<file path="config.mk">
export PLATFORM = sky130hd
export DESIGN_NAME = coin_change_dispenser_top
export DESIGN_NICKNAME = d
export VERILOG_FILES = /design/src/design/ccd_pkg.sv /design/src/design/ccd_datapath.sv /design/src/design/ccd_ctrl.sv /design/src/design/coin_change_dispenser_top.sv
export SDC_FILE = /design/constraint.sdc
export NUM_CORES = 2
export LEC_CHECK = 0
export BUFFER_PORTS_ARGS = -buffer_cell sky130_fd_sc_hd__buf_2
export CELL_PAD_IN_SITES_DETAIL_PLACEMENT = 1
export CELL_PAD_IN_SITES_GLOBAL_PLACEMENT = 1
export CORE_MARGIN = 3
export CORE_UTILIZATION = 40
export CTS_BUF_LIST = sky130_fd_sc_hd__clkbuf_4 sky130_fd_sc_hd__clkbuf_8
export DETAILED_ROUTE_END_ITERATION = 8
export GPL_ROUTABILITY_DRIVEN = 0
export HOLD_SLACK_MARGIN = 0.15
export PLACE_DENSITY = 0.7
export SLEW_MARGIN = 0
export SYNTH_ARGS = -nofsm -noshare
export SYNTH_HDL_FRONTEND = slang
export SYNTH_SLANG_ARGS = --single-unit
</file>
<file path="constraint.sdc">
create_clock -name clock -period 13.1 [get_ports clock]
set_clock_uncertainty 0.15 [all_clocks]
set_input_delay 0 -clock clock [delete_from_list [all_inputs] [get_ports clock]]
set_output_delay 0 -clock clock [all_outputs]
set_load 0.03 [all_outputs]
</file>
<file path="src/design/ccd_pkg.sv">
// ----------------------------------------------------------------------------
// ccd_pkg: shared types and constants of the coin change dispenser
// Field widths, coin value and reciprocal tables, command codes, and the
// command and status bundles between the controller and the datapath.
// ----------------------------------------------------------------------------
`default_nettype none

package ccd_pkg;

   // Field widths
   localparam int COUNT_BITS_DEFAULT = 10;
   localparam int NUM_SLOTS          = 6;
   localparam int SLOT_BITS          = 3;
   localparam int CMD_BITS           = 2;
   localparam int AMOUNT_BITS        = 10;
   localparam int DUE_BITS           = 16;
   localparam int PAID_BITS          = 10;
   localparam int BAL_BITS           = 19;
   localparam int VALUE_BITS         = 8;

   localparam logic [SLOT_BITS-1:0] LAST_SLOT = SLOT_BITS'(NUM_SLOTS - 1);

   // Reciprocals for divide-by-coin-value: floor(2^32 / value)
   localparam int RECIP_SHIFT = 32;
   localparam int RECIP_BITS  = 30;
   localparam logic [63:0] RECIP_ONE = 64'd1 << RECIP_SHIFT;
   localparam logic [RECIP_BITS-1:0] RECIP_200 = RECIP_BITS'(RECIP_ONE / 200);
   localparam logic [RECIP_BITS-1:0] RECIP_100 = RECIP_BITS'(RECIP_ONE / 100);
   localparam logic [RECIP_BITS-1:0] RECIP_50  = RECIP_BITS'(RECIP_ONE / 50);
   localparam logic [RECIP_BITS-1:0] RECIP_20  = RECIP_BITS'(RECIP_ONE / 20);
   localparam logic [RECIP_BITS-1:0] RECIP_10  = RECIP_BITS'(RECIP_ONE / 10);
   localparam logic [RECIP_BITS-1:0] RECIP_5   = RECIP_BITS'(RECIP_ONE / 5);

   // Request command codes; any other code acts as a balance query
   typedef enum logic [CMD_BITS-1:0] {
      CMD_DEPOSIT = 2'd0,
      CMD_CHANGE  = 2'd1,
      CMD_QUERY   = 2'd2
   } cmd_code_type;

   // Result status codes
   localparam logic STATUS_DONE = 1'b0;
   localparam logic STATUS_FAIL = 1'b1;

   // Controller to datapath commands
   typedef struct packed {
      logic load_req;
      logic dep_write;
      logic dep_add;
      logic div_mul;
      logic div_fix;
      logic div_take;
      logic commit;
      logic emit_pay;
      logic emit_single;
      logic single_fail;
   } ccd_cmd_type;

   // Datapath to controller status
   typedef struct packed {
      logic last_slot;
      logic rem_zero;
   } ccd_status_type;

   // Coin value of a slot, largest first
   function automatic logic [VALUE_BITS-1:0] coin_value(input logic [SLOT_BITS-1:0] idx);
      logic [VALUE_BITS-1:0] val;
      case (idx)
         3'd0:    val = 8'd200;
         3'd1:    val = 8'd100;
         3'd2:    val = 8'd50;
         3'd3:    val = 8'd20;
         3'd4:    val = 8'd10;
         3'd5:    val = 8'd5;
         default: val = 8'd0;
      endcase
      return val;
   endfunction

   // Reciprocal of a slot's coin value
   function automatic logic [RECIP_BITS-1:0] coin_recip(input logic [SLOT_BITS-1:0] idx);
      logic [RECIP_BITS-1:0] rcp;
      case (idx)
         3'd0:    rcp = RECIP_200;
         3'd1:    rcp = RECIP_100;
         3'd2:    rcp = RECIP_50;
         3'd3:    rcp = RECIP_20;
         3'd4:    rcp = RECIP_10;
         3'd5:    rcp = RECIP_5;
         default: rcp = '0;
      endcase
      return rcp;
   endfunction

endpackage

`default_nettype wire

</file>
<file path="src/design/ccd_datapath.sv">
// ----------------------------------------------------------------------------
// ccd_datapath: coin counts, balance, greedy divide unit and result register
// Holds the per-slot counts and a running balance, works one slot per
// three commands through a reciprocal divide, and builds each result.
// ----------------------------------------------------------------------------
`default_nettype none

module ccd_datapath #(
   parameter int COUNT_BITS = ccd_pkg::COUNT_BITS_DEFAULT
) (
   input  wire                                  clock,
   input  wire                                  reset,
   input  wire ccd_pkg::ccd_cmd_type            cmd,
   output ccd_pkg::ccd_status_type              status,
   input  wire [ccd_pkg::SLOT_BITS-1:0]         req_coin_slot,
   input  wire [ccd_pkg::AMOUNT_BITS-1:0]       req_coin_amount,
   input  wire [ccd_pkg::DUE_BITS-1:0]          req_change_due,
   output logic                                 rsp_status,
   output logic [ccd_pkg::SLOT_BITS-1:0]        rsp_paid_slot,
   output logic [ccd_pkg::PAID_BITS-1:0]        rsp_paid_count,
   output logic [ccd_pkg::BAL_BITS-1:0]         rsp_balance,
   output logic                                 rsp_last
);

   localparam int SLOT_W   = ccd_pkg::SLOT_BITS;
   localparam int DUE_W    = ccd_pkg::DUE_BITS;
   localparam int BAL_W    = ccd_pkg::BAL_BITS;
   localparam int PAID_W   = ccd_pkg::PAID_BITS;
   localparam int AMOUNT_W = ccd_pkg::AMOUNT_BITS;
   localparam int SUM_BITS = ((COUNT_BITS > AMOUNT_W) ? COUNT_BITS : AMOUNT_W) + 1;
   localparam int CPROD_BITS = COUNT_BITS + ccd_pkg::VALUE_BITS;
   localparam int MUL_BITS   = DUE_W + ccd_pkg::RECIP_BITS;
   localparam int CMP_BITS   = (COUNT_BITS > DUE_W) ? COUNT_BITS : DUE_W;
   localparam logic [COUNT_BITS-1:0] COUNT_MAX = '1;
   localparam logic [SLOT_W-1:0]     SLOT_LIMIT = SLOT_W'(ccd_pkg::NUM_SLOTS);

   // State
   logic [COUNT_BITS-1:0] counts_ff [ccd_pkg::NUM_SLOTS];
   logic [COUNT_BITS-1:0] counts_in [ccd_pkg::NUM_SLOTS];
   logic [COUNT_BITS-1:0] take_ff   [ccd_pkg::NUM_SLOTS];
   logic [COUNT_BITS-1:0] take_in   [ccd_pkg::NUM_SLOTS];
   logic [BAL_W-1:0]      balance_ff, balance_in;
   logic [SLOT_W-1:0]     slot_ff, slot_in;

   // Per-request working registers
   logic [SLOT_W-1:0]     dslot_ff, dslot_in;
   logic [AMOUNT_W-1:0]   amount_ff, amount_in;
   logic [DUE_W-1:0]      due_ff, due_in;
   logic [DUE_W-1:0]      rem_ff, rem_in;
   logic [MUL_BITS-1:0]   mul_ff, mul_in;
   logic [DUE_W-1:0]      q0_ff, q0_in;
   logic [DUE_W-1:0]      r0_ff, r0_in;
   logic [CPROD_BITS-1:0] cprod_ff, cprod_in;
   logic [CPROD_BITS-1:0] dprod_ff, dprod_in;

   // Result register
   logic                  rsp_status_ff, rsp_status_in;
   logic [SLOT_W-1:0]     rsp_slot_ff, rsp_slot_in;
   logic [PAID_W-1:0]     rsp_count_ff, rsp_count_in;
   logic [BAL_W-1:0]      rsp_balance_ff, rsp_balance_in;
   logic                  rsp_last_ff, rsp_last_in;

   // Combinational helpers
   logic [SLOT_W-1:0]               rd_idx;
   logic                            slot_ok;
   logic [COUNT_BITS-1:0]           count_rd;
   logic [COUNT_BITS-1:0]           take_rd;
   logic [ccd_pkg::VALUE_BITS-1:0]  value_rd;
   logic [ccd_pkg::RECIP_BITS-1:0]  recip_rd;
   logic [SUM_BITS-1:0]             dep_sum;
   logic [COUNT_BITS-1:0]           dep_new;
   logic [COUNT_BITS-1:0]           dep_delta;
   logic [DUE_W-1:0]                q0_calc;
   logic [DUE_W-1:0]                q_fix;
   logic [DUE_W-1:0]                r_fix;
   logic                            use_count;

   // Shared read port of the count array: deposit slot or working slot
   always_comb begin
      rd_idx   = cmd.dep_write ? dslot_ff : slot_ff;
      slot_ok  = rd_idx < SLOT_LIMIT;
      count_rd = slot_ok ? counts_ff[rd_idx] : '0;
      take_rd  = take_ff[slot_ff];
      value_rd = ccd_pkg::coin_value(rd_idx);
      recip_rd = ccd_pkg::coin_recip(slot_ff);
   end

   // Deposit: saturating add, and the value added to the balance
   always_comb begin
      dep_sum   = SUM_BITS'(count_rd) + SUM_BITS'(amount_ff);
      dep_new   = (dep_sum > SUM_BITS'(COUNT_MAX)) ? COUNT_MAX : COUNT_BITS'(dep_sum);
      dep_delta = slot_ok ? (dep_new - count_rd) : '0;
   end

   // Divide fix-up: quotient estimate is low by at most one
   always_comb begin
      q0_calc   = DUE_W'(mul_ff >> ccd_pkg::RECIP_SHIFT);
      if (r0_ff >= DUE_W'(value_rd)) begin
         q_fix = q0_ff + 1'b1;
         r_fix = r0_ff - DUE_W'(value_rd);
      end else begin
         q_fix = q0_ff;
         r_fix = r0_ff;
      end
      use_count = CMP_BITS'(count_rd) < CMP_BITS'(q_fix);
   end

   // Next-state logic
   always_comb begin
      counts_in      = counts_ff;
      take_in        = take_ff;
      balance_in     = balance_ff;
      slot_in        = slot_ff;
      dslot_in       = dslot_ff;
      amount_in      = amount_ff;
      due_in         = due_ff;
      rem_in         = rem_ff;
      mul_in         = mul_ff;
      q0_in          = q0_ff;
      r0_in          = r0_ff;
      cprod_in       = cprod_ff;
      dprod_in       = dprod_ff;
      rsp_status_in  = rsp_status_ff;
      rsp_slot_in    = rsp_slot_ff;
      rsp_count_in   = rsp_count_ff;
      rsp_balance_in = rsp_balance_ff;
      rsp_last_in    = rsp_last_ff;

      // latch the request
      if (cmd.load_req) begin
         dslot_in  = req_coin_slot;
         amount_in = req_coin_amount;
         due_in    = req_change_due;
         rem_in    = req_change_due;
         slot_in   = '0;
      end

      // deposit
      if (cmd.dep_write) begin
         if (slot_ok) begin
            counts_in[rd_idx] = dep_new;
         end
         dprod_in = CPROD_BITS'(dep_delta) * CPROD_BITS'(value_rd);
      end
      if (cmd.dep_add) begin
         balance_in = balance_ff + BAL_W'(dprod_ff);
      end

      // greedy pass, one slot per three steps
      if (cmd.div_mul) begin
         mul_in = MUL_BITS'(rem_ff) * MUL_BITS'(recip_rd);
      end
      if (cmd.div_fix) begin
         q0_in    = q0_calc;
         r0_in    = rem_ff - DUE_W'(q0_calc * DUE_W'(value_rd));
         cprod_in = CPROD_BITS'(count_rd) * CPROD_BITS'(value_rd);
      end
      if (cmd.div_take) begin
         take_in[slot_ff] = use_count ? count_rd : COUNT_BITS'(q_fix);
         rem_in           = use_count ? (rem_ff - DUE_W'(cprod_ff)) : r_fix;
         slot_in          = status.last_slot ? '0 : slot_ff + 1'b1;
      end

      // successful change: whole amount leaves the balance
      if (cmd.commit) begin
         balance_in = balance_ff - BAL_W'(due_ff);
      end

      // per-slot payout result, count deducted as it goes out
      if (cmd.emit_pay) begin
         counts_in[slot_ff] = counts_ff[slot_ff] - take_rd;
         rsp_status_in      = ccd_pkg::STATUS_DONE;
         rsp_slot_in        = slot_ff;
         rsp_count_in       = PAID_W'(take_rd);
         rsp_balance_in     = balance_ff;
         rsp_last_in        = status.last_slot;
         slot_in            = status.last_slot ? '0 : slot_ff + 1'b1;
      end

      // single result: deposit, query or failed change
      if (cmd.emit_single) begin
         rsp_status_in  = cmd.single_fail ? ccd_pkg::STATUS_FAIL : ccd_pkg::STATUS_DONE;
         rsp_slot_in    = '0;
         rsp_count_in   = '0;
         rsp_balance_in = balance_ff;
         rsp_last_in    = 1'b1;
      end
   end

   // Status to the controller
   always_comb begin
      status.last_slot = slot_ff == ccd_pkg::LAST_SLOT;
      status.rem_zero  = rem_ff == '0;
   end

   // Held state
   always_ff @(posedge clock) begin
      if (reset) begin
         for (int i = 0; i < ccd_pkg::NUM_SLOTS; i++) begin
            counts_ff[i] <= '0;
         end
         balance_ff <= '0;
         slot_ff    <= '0;
      end else begin
         counts_ff  <= counts_in;
         balance_ff <= balance_in;
         slot_ff    <= slot_in;
      end
   end

   // Working and result registers
   always_ff @(posedge clock) begin
      take_ff        <= take_in;
      dslot_ff       <= dslot_in;
      amount_ff      <= amount_in;
      due_ff         <= due_in;
      rem_ff         <= rem_in;
      mul_ff         <= mul_in;
      q0_ff          <= q0_in;
      r0_ff          <= r0_in;
      cprod_ff       <= cprod_in;
      dprod_ff       <= dprod_in;
      rsp_status_ff  <= rsp_status_in;
      rsp_slot_ff    <= rsp_slot_in;
      rsp_count_ff   <= rsp_count_in;
      rsp_balance_ff <= rsp_balance_in;
      rsp_last_ff    <= rsp_last_in;
   end

   assign rsp_status     = rsp_status_ff;
   assign rsp_paid_slot  = rsp_slot_ff;
   assign rsp_paid_count = rsp_count_ff;
   assign rsp_balance    = rsp_balance_ff;
   assign rsp_last       = rsp_last_ff;

endmodule

`default_nettype wire

</file>
<file path="src/design/ccd_ctrl.sv">
// ----------------------------------------------------------------------------
// ccd_ctrl: sequencer of the coin change dispenser
// Decodes each request, steps the datapath through deposit, greedy divide
// pass, check and payout, and owns the result valid flag.
// ----------------------------------------------------------------------------
`default_nettype none

module ccd_ctrl (
   input  wire                                 clock,
   input  wire                                 reset,
   input  wire                                 req_valid,
   output logic                                req_stall,
   input  wire [ccd_pkg::CMD_BITS-1:0]         req_command,
   output logic                                rsp_valid,
   input  wire                                 rsp_stall,
   output ccd_pkg::ccd_cmd_type                cmd,
   input  wire ccd_pkg::ccd_status_type        status
);

   typedef enum logic [8:0] {
      ST_IDLE      = 9'b000000001,
      ST_DEP_WRITE = 9'b000000010,
      ST_DEP_ADD   = 9'b000000100,
      ST_DIV_MUL   = 9'b000001000,
      ST_DIV_FIX   = 9'b000010000,
      ST_DIV_TAKE  = 9'b000100000,
      ST_CHECK     = 9'b001000000,
      ST_EMIT      = 9'b010000000,
      ST_SINGLE    = 9'b100000000
   } state_type;

   state_type state_ff, state_in;
   logic      rsp_valid_ff, rsp_valid_in;
   logic      fail_ff, fail_in;
   logic      out_free;

   // Result register may be loaded when empty or being taken
   assign out_free = !rsp_valid_ff || !rsp_stall;

   // Sequencer
   always_comb begin
      state_in  = state_ff;
      fail_in   = fail_ff;
      cmd       = '0;
      req_stall = state_ff != ST_IDLE;

      case (state_ff)
         ST_IDLE: begin
            if (req_valid) begin
               cmd.load_req = 1'b1;
               fail_in      = 1'b0;
               if (req_command == ccd_pkg::CMD_DEPOSIT) begin
                  state_in = ST_DEP_WRITE;
               end else if (req_command == ccd_pkg::CMD_CHANGE) begin
                  state_in = ST_DIV_MUL;
               end else begin
                  state_in = ST_SINGLE;
               end
            end
         end
         ST_DEP_WRITE: begin
            cmd.dep_write = 1'b1;
            state_in      = ST_DEP_ADD;
         end
         ST_DEP_ADD: begin
            cmd.dep_add = 1'b1;
            state_in    = ST_SINGLE;
         end
         ST_DIV_MUL: begin
            cmd.div_mul = 1'b1;
            state_in    = ST_DIV_FIX;
         end
         ST_DIV_FIX: begin
            cmd.div_fix = 1'b1;
            state_in    = ST_DIV_TAKE;
         end
         ST_DIV_TAKE: begin
            cmd.div_take = 1'b1;
            state_in     = status.last_slot ? ST_CHECK : ST_DIV_MUL;
         end
         ST_CHECK: begin
            if (status.rem_zero) begin
               cmd.commit = 1'b1;
               state_in   = ST_EMIT;
            end else begin
               fail_in  = 1'b1;
               state_in = ST_SINGLE;
            end
         end
         ST_EMIT: begin
            if (out_free) begin
               cmd.emit_pay = 1'b1;
               if (status.last_slot) begin
                  state_in = ST_IDLE;
               end
            end
         end
         ST_SINGLE: begin
            if (out_free) begin
               cmd.emit_single = 1'b1;
               cmd.single_fail = fail_ff;
               state_in        = ST_IDLE;
            end
         end
         default: begin
            state_in = ST_IDLE;
         end
      endcase

      rsp_valid_in = (cmd.emit_pay || cmd.emit_single) ? 1'b1 : (rsp_valid_ff && rsp_stall);
   end

   always_ff @(posedge clock) begin
      if (reset) begin
         state_ff     <= ST_IDLE;
         rsp_valid_ff <= 1'b0;
         fail_ff      <= 1'b0;
      end else begin
         state_ff     <= state_in;
         rsp_valid_ff <= rsp_valid_in;
         fail_ff      <= fail_in;
      end
   end

   assign rsp_valid = rsp_valid_ff;

   // A full, stalled result register is never overwritten
   a_no_overwrite: assert property (@(posedge clock) disable iff (reset)
      (rsp_valid_ff && rsp_stall) |-> !(cmd.emit_pay || cmd.emit_single))
      else $error("result register overwritten while stalled");

   // A zero remainder leads straight to the payout results
   a_check_pass: assert property (@(posedge clock) disable iff (reset)
      (state_ff == ST_CHECK && status.rem_zero) |=> (state_ff == ST_EMIT))
      else $error("successful change did not start payout");

   // Failure flag is only raised by the change check
   a_fail_source: assert property (@(posedge clock) disable iff (reset)
      $rose(fail_ff) |-> $past(state_ff == ST_CHECK))
      else $error("failure flag set outside change check");

   // Payout ends after the last slot goes out
   a_emit_end: assert property (@(posedge clock) disable iff (reset)
      (cmd.emit_pay && status.last_slot) |=> (state_ff == ST_IDLE))
      else $error("payout did not end after last slot");

endmodule

`default_nettype wire

</file>
<file path="src/design/coin_change_dispenser_top.sv">
// ----------------------------------------------------------------------------
// coin_change_dispenser_top: coin changer with six limited coin stocks
// Deposit, greedy change and balance query requests; every result carries
// the balance held after its request.
// ----------------------------------------------------------------------------
//  channel  direction  handshake             payload
//  req_     in         req_valid/req_stall   command, coin_slot, coin_amount, change_due
//  rsp_     out        rsp_valid/rsp_stall   status, paid_slot, paid_count, balance, last
//
//  Deposit: count write, then balance add, then the result; query: straight to the result.
//  Change: multiply, fix and take steps per coin slot in the reciprocal divide loop, a check
//  state, then one payout result per cycle from the result register while it is free to load.
//  Failed change gives its single result after the divide pass and the check.
//  Reset is synchronous and clears all coin counts and the balance.
//  A stalled result holds; the next request is taken while a result waits.
// ----------------------------------------------------------------------------
`default_nettype none

module coin_change_dispenser_top #(
   parameter int COUNT_BITS = ccd_pkg::COUNT_BITS_DEFAULT
) (
   input  wire                                  clock,
   input  wire                                  reset,
   input  wire                                  req_valid,
   output logic                                 req_stall,
   input  wire [ccd_pkg::CMD_BITS-1:0]          req_command,
   input  wire [ccd_pkg::SLOT_BITS-1:0]         req_coin_slot,
   input  wire [ccd_pkg::AMOUNT_BITS-1:0]       req_coin_amount,
   input  wire [ccd_pkg::DUE_BITS-1:0]          req_change_due,
   output logic                                 rsp_valid,
   input  wire                                  rsp_stall,
   output logic                                 rsp_status,
   output logic [ccd_pkg::SLOT_BITS-1:0]        rsp_paid_slot,
   output logic [ccd_pkg::PAID_BITS-1:0]        rsp_paid_count,
   output logic [ccd_pkg::BAL_BITS-1:0]         rsp_balance,
   output logic                                 rsp_last
);

   ccd_pkg::ccd_cmd_type    ctrl_cmd;
   ccd_pkg::ccd_status_type dp_status;

   // Sequencer
   ccd_ctrl u_ctrl (
      .clock       (clock),
      .reset       (reset),
      .req_valid   (req_valid),
      .req_stall   (req_stall),
      .req_command (req_command),
      .rsp_valid   (rsp_valid),
      .rsp_stall   (rsp_stall),
      .cmd         (ctrl_cmd),
      .status      (dp_status)
   );

   // Counts, balance and divide unit
   ccd_datapath #(
      .COUNT_BITS (COUNT_BITS)
   ) u_datapath (
      .clock           (clock),
      .reset           (reset),
      .cmd             (ctrl_cmd),
      .status          (dp_status),
      .req_coin_slot   (req_coin_slot),
      .req_coin_amount (req_coin_amount),
      .req_change_due  (req_change_due),
      .rsp_status      (rsp_status),
      .rsp_paid_slot   (rsp_paid_slot),
      .rsp_paid_count  (rsp_paid_count),
      .rsp_balance     (rsp_balance),
      .rsp_last        (rsp_last)
   );

endmodule

`default_nettype wire
</file>
# After elaboration in Yosys (flattened, before gate mapping)

Cells that the tools add are included.

Register bits: 342
Output and inout bits: 36
Word-level logic and storage cells: 167

$add $sub $neg: 10
Multipliers: 4
Magnitude comparators: 8
Equality and inequality tests: 26
Mux-type cells: 68
Bitwise operators: 2
Reductions and logical operators: 18

Operator list:

| cell              | count |
|---|---|
| $bwmux W60        | 3 |
| $mux W60          | 3 |
| $pmux W30 S6      | 1 |
| $mux W10          | 12 |
| $bmux W10 S3      | 3 |
| $pmux W9 S9       | 1 |
| $mux W16          | 5 |
| $mux W19          | 4 |
| $mux W9           | 7 |
| $demux W10 S3     | 2 |
| $pmux W8 S6       | 1 |
| $mul A16 B30 Y46  | 1 |
| $sub A16 B16 Y16  | 2 |
| $sub A10 B10 Y10  | 2 |
| $add A19 B18 Y19  | 1 |
| $sub A19 B16 Y19  | 1 |
| $mul A10 B8 Y18   | 1 |
| $mux W1           | 17 |
| $ge A16 B8 Y1     | 1 |
| $logic_not A16 Y1 | 1 |
| $lt A10 B16 Y1    | 1 |
| $mul A10 B8 Y16   | 1 |
| $mul A14 B8 Y16   | 1 |
| $sub A16 B8 Y16   | 1 |
| 37 further kinds  | 63 |

# Depth between registers and ports, before layout

Depth after elaboration: 16
Depth in mapped cells: 46
Mapped depth without buffers: 44

# Modules after synthesis

A second synthesis with hierarchy kept.

Cells, all modules: 3989
Area, all modules: 36956.7 um2

Modules (own cells, without submodules):

| module       | instances | cells an instance | area each (um2) | seq. area each (um2) |
|---|---|---|---|---|
| ccd_datapath | 1         | 3909              | 36283.5         | 8017.7 |
| ccd_ctrl     | 1         | 80                | 673.1           | 220.2 |

# Worst setup path after synthesis

Ideal clock, no wire load.

Path kind: reg2reg
Start point: register u_ctrl.state_ff[0]
End point: register u_datapath.dprod_ff[17], data pin
Setup time: 0.259 ns
Arrival: 10.112 ns
Required time: 12.691 ns
Slack: 2.579 ns
Cell stages (with the launch flop): 46
Cells stage by stage: dfxtp_1 nor4_1 nand3_2 inv_2 mux2_2 nor2_1 inv_1 o21ai_0 a31oi_1 a31oi_1 o21ai_0 nor2_1 inv_1 ha_1 inv_1 or3_1 a21oi_1 nand2b_1 [... 10 more ...] xor2_1 o21ai_1 or2_2 fa_1 inv_1 fa_1 fa_1 inv_1 fa_1 inv_1 ha_1 o21ai_0 a21boi_0 o21ai_0 a21oi_1 o41ai_1 nor2_1 a211o_1

Longest elaborated chain between the ends: 14
Elaborated cells between the ends (all ways): 22

Ends and longest elaborated chain:

| element                                      | RTL line            | RTL |
|---|---|---|
| start: declaration                           | ccd_ctrl.sv:32      | `state_type state_ff, state_in;` |
| start signal: assignment                     | ccd_ctrl.sv:119     | `state_ff <= state_in;` |
| $eq A9 B2 Y1 *                               | ccd_ctrl.sv:47      | `case (state_ff)` |
| $mux W1 *                                    | ccd_ctrl.sv:47      |  |
| $mux W3 *                                    | ccd_datapath.sv:80  | `rd_idx = cmd.dep_write ? dslot_ff : slot_ff;` |
| $not A3 Y4 (not written as such)             | ccd_datapath.sv:82  | `count_rd = slot_ok ? counts_ff[rd_idx] : '0;` |
| $bmux W10 S3                                 | ccd_datapath.sv:82  |  |
| $mux W10 (not written as such) (2 in series) | ccd_datapath.sv:82  |  |
| $mux W10                                     | ccd_datapath.sv:82  |  |
| $add A10 B10 Y11                             | ccd_datapath.sv:90  | `dep_sum = SUM_BITS'(count_rd) + SUM_BITS'(amount_ff);` |
| $gt A11 B10 Y1                               | ccd_datapath.sv:91  | `dep_new = (dep_sum > SUM_BITS'(COUNT_MAX)) ? COUNT_MAX : COUNT_BITS'(dep_sum);` |
| $mux W10                                     | ccd_datapath.sv:91  |  |
| $sub A10 B10 Y10                             | ccd_datapath.sv:92  | `dep_delta = slot_ok ? (dep_new - count_rd) : '0;` |
| $mux W10                                     | ccd_datapath.sv:92  |  |
| $mul A10 B8 Y18 *                            | ccd_datapath.sv:143 | `dprod_in = CPROD_BITS'(dep_delta) * CPROD_BITS'(value_rd);` |
| end signal: assignment                       | ccd_datapath.sv:222 | `dprod_ff <= dprod_in;` |
| end: declaration                             | ccd_datapath.sv:54  | `logic [CPROD_BITS-1:0] dprod_ff, dprod_in;` |

Mark *: on every way between the ends. The rest lies on a longest branch, timed or not. The select of a mux whose other input is x is not followed.
A chain may end at the register's enable or synchronous reset.

# Final worst setup path

Start point: register u_ctrl.state_ff[2]
End point: register u_datapath.dprod_ff[17], data pin

The elaborated chain is that of the path after synthesis.

==> impl_results.md <==
- Initial Util: 40.7%
- Setup_tns: 0 ps
- Final hold vios: 0
- Worst EP required: 13380 ps
- Slowest cell on crit path: nor4_1
- Fin crit period: 12060 ps
- CP Depth: 37
- Busiest layer in global routing: met2
- Die W: 310 µm
- Hold path depth: 4
- R2R Path End: u_datapath.dprod_ff[17]$_DFFE_PN_
- Initial drt markers: 2275
- Worst Path Arrival: between 10000 and 15000 ps
- Layout cells sized above 1: 8.08%
- Via-per-instance ratio: roughly 5.6
- R2R Path Start: u_ctrl.state_ff[2]$_SDFFE_PP0P_
- Grt met3 use: 3.90%
- FMAX: 82.9 MHz
- P_leak: about 18 nW
- Main area contributors after synthesis: fa_1 28%, edfxtp_1 17%, ha_1 10%, inv_1 6.3%, dfxtp_1 5.8%
- DR pass1 iterations: 5
- Avg Inst Size Synth: 9.29 µm²
- Wire per inst: 23.6 µm
- CP top delay family: adder cells
- CTS max path bufs: 3
- Synth warn: 0
- Min-delay src: req_change_due[3]
- Mapped Cells: 3974
- Fillers: slightly above 10000
- CP max FO: 32
- Post-Synthesis Cell Area: around 0.037 mm²
- Num CTS Buffers: 58
- Tot GR Track Use: 26.4%
- I/O pin count: 71
- FF-to-FF path depth: 37
- Critical Path Start Type: register
- Overall die area: 0.0960 mm²
- Async set or reset register ratio after synthesis: 0%
- Core Region: 0.0907 mm²
- PD cells: between 200 and 250 mW/mm²
- Total number of vias: 29517
- RSZ-0062 raised after global routing: no
- CTS clk-pin slew, worst paths: 60 ps
- Synth top area share: between 20% and 30%
- Critical path's largest stage delay: 740 ps
- # rows: 110
- Pwr Total: 8.34 mW
- Status: finished clean
- Slew HR: a little over a fifth
- Cell repeated most along the worst path: fa_1
- Maxcap violations: 0
- Worst-margin pin slew: 1170 ps
- Die height: a little over 300 µm
- Post CTS Setup Buffer Count: 0
- Final Cycle Share: between 90% and 100%
- CTS Root Cell: clkbuf_8
- # H-tree levels: 2
- Hold Path End: u_datapath.rem_ff[3]$_DFFE_PP_
- First-pass GRT wire length: 191 mm
- Commonest non-fill, non-tap cell in the layout: inv_1
- Grt total ovfl: 0
- Dpl hpwl: around 98 mm
- Worst vdd ir: roughly 0.23 mV
- Flop2flop setup slack: 1040 ps
- Post-synth top area cell: fa_1
- #FFs+latches synth: 310
- Syn_nets: 4821
- Largest net degree at the start of global routing: 81
- Final setup fails: 0
- Initial antenna violation count: 4
- Post-synth EDFFs: 203
- Nets: 4931
- ANT nets after route: 0
- Crit Path Category: register to register
- CTS tree: done
- Hold Crit Class: input port to register
- Max-slew violations: 0
- CTS Sinks: slightly above 300
- Worst skew pair latency: around 700 ps
- Area growth syn-to-layout: 10.2%
- Number of port buffers: 70
- Register area share after synthesis: between 20% and 30%
- Post-synth cell types: 78
- Met2 Use GR: a little over two fifths
- Critical Path Sink Type: register
- Grt met1 use: 35.9%
- Top FF cell, synth: edfxtp_1
- Vias in the first global route: 31555
- DRC Markers: 0
- Commonest non-fill, non-tap cells in the layout: 621 x inv_1, 517 x fa_1, 424 x nor2_1
- Buf+Inv Stages, Crit Path: 5
- Final WL: 126 mm
==> cells by family after synthesis <==
logic type,after synthesis,share of synthesized area [%]
xor+xnor,155,3.68
buf+inv,784,8.03
flops,310,22.3
compound gates,540,8.80
simple gates,1283,15.9
fa+ha+maj,812,38.0
mux,90,3.27
==> how the worst max path moves through the flow <==
stage / from / to
after floorplan: u_ctrl.state_ff[0]$_SDFFE_PP1P_ / u_datapath.dprod_ff[17]$_DFFE_PN_
after global placement: u_ctrl.state_ff[0]$_SDFFE_PP1P_ / u_datapath.dprod_ff[17]$_DFFE_PN_
after detailed placement: u_ctrl.state_ff[0]$_SDFFE_PP1P_ / u_datapath.dprod_ff[17]$_DFFE_PN_
after CTS: u_ctrl.state_ff[0]$_SDFFE_PP1P_ / u_datapath.dprod_ff[17]$_DFFE_PN_
after global routing: u_ctrl.state_ff[0]$_SDFFE_PP1P_ / u_datapath.dprod_ff[17]$_DFFE_PN_
final: u_ctrl.state_ff[2]$_SDFFE_PP0P_ / u_datapath.dprod_ff[17]$_DFFE_PN_
==> metrics by stage <==
stage               utilization [%]  area, µm²  setup WS, ps  hold WS [ps]  cells
global placement               42.7      38700          1390          25.9   5132
finish                         44.9      40700          1040           249   5312
CTS                            44.8      40700           735           154   5309
global route                   44.8      40700           122           228   5310
detailed placement             42.7      38700           783          28.3   5132
floorplan                         -      36900          2580         -72.5   3974
==> cell type report <==
class	count	area, µm²	share of cell area (%)
Clock buffer	79	1010	2.47
Sequential cell	310	8240	20.3
Clock inverter	30	248	0.609
Tap cell	1176	1470	3.62
Inverter	625	2350	5.77
Timing Repair Buffer	209	1570	3.85
Antenna cell	3	7.51	0.0185
Multi-Input combinational cell	2880	25800	63.4
==> layer usage <==
| metal | up-vias | part of all wire [%] | routed length (µm) |
|---|---|---|---|
| met2 | 1006 | 47 | 58700 |
| met4 | 0 | 3.4 | 4250 |
| met5 | - | 0 | 0 |
| li1 | 13121 | - | - |
| met1 | 15152 | 43 | 54400 |
| met3 | 238 | 6.6 | 8260 |
==> sequential cells by signal, indices dropped and copies added (netlist names), 3 cells and up <==
name and flops:
u_ctrl.state_ff 9, u_datapath.amount_ff 10, u_datapath.balance_ff 19, u_datapath.counts_ff 60
u_datapath.cprod_ff 16, u_datapath.dprod_ff 18, u_datapath.dslot_ff 3, u_datapath.due_ff 16
u_datapath.mul_ff 14, u_datapath.q0_ff 14, u_datapath.r0_ff 16, u_datapath.rem_ff 16
u_datapath.rsp_balance 19, u_datapath.rsp_paid_count 10, u_datapath.rsp_paid_slot 3, u_datapath.slot_ff 3
u_datapath.take_ff 60
==> Yosys cell counts (8+ instances only) <==
cell type  count
dfxtp_1      107
and3_1        64
fa_1         517
a21boi_0       8
buf_1         13
nor4_1        23
mux2i_1       53
ha_1         295
and2_1        90
xor2_1        53
nand3_1       82
o21bai_1      13
nand2_1      411
or3_1         25
mux4_2        23
nand4_1       12
o31ai_1       14
o211ai_1       9
a21o_1        43
or2_2         18
nor2_1       425
clkbuf_1     139
a211oi_1      24
inv_1        622
o21ai_0      121
nor3_1        41
o21a_1        19
o21ai_1       15
mux2_2        14
nor2b_1       29
xnor2_1      102
edfxtp_1     203
nand2b_1      35
a21oi_1      213
a31oi_1       10
==> power by group <==
part           switching [mW]  internal (mW)  leakage (nW)
clock                   0.464          0.563         0.674
sequential             0.0323           1.22          2.72
combinational            3.55           2.51          15.0
total                    4.05           4.30          18.4
==> worst register-to-register path, delay by kind of cell (launching register included) <==
family / cells / cell delay [ps]
compound gates: 13 / 3120
flops: 1 / 350
simple gates: 9 / 2500
buf+inv: 5 / 950
mux: 2 / 960
xor+xnor: 1 / 630
fa+ha+maj: 7 / 3150
==> repair_timing <==
item,in CTS,in global routing
endpoints found under the setup margin,0,2
resized for setup,0,2
hold endpoints to repair,140,0
hold buffers,68,0
Power figures use the tool's default switching activity.
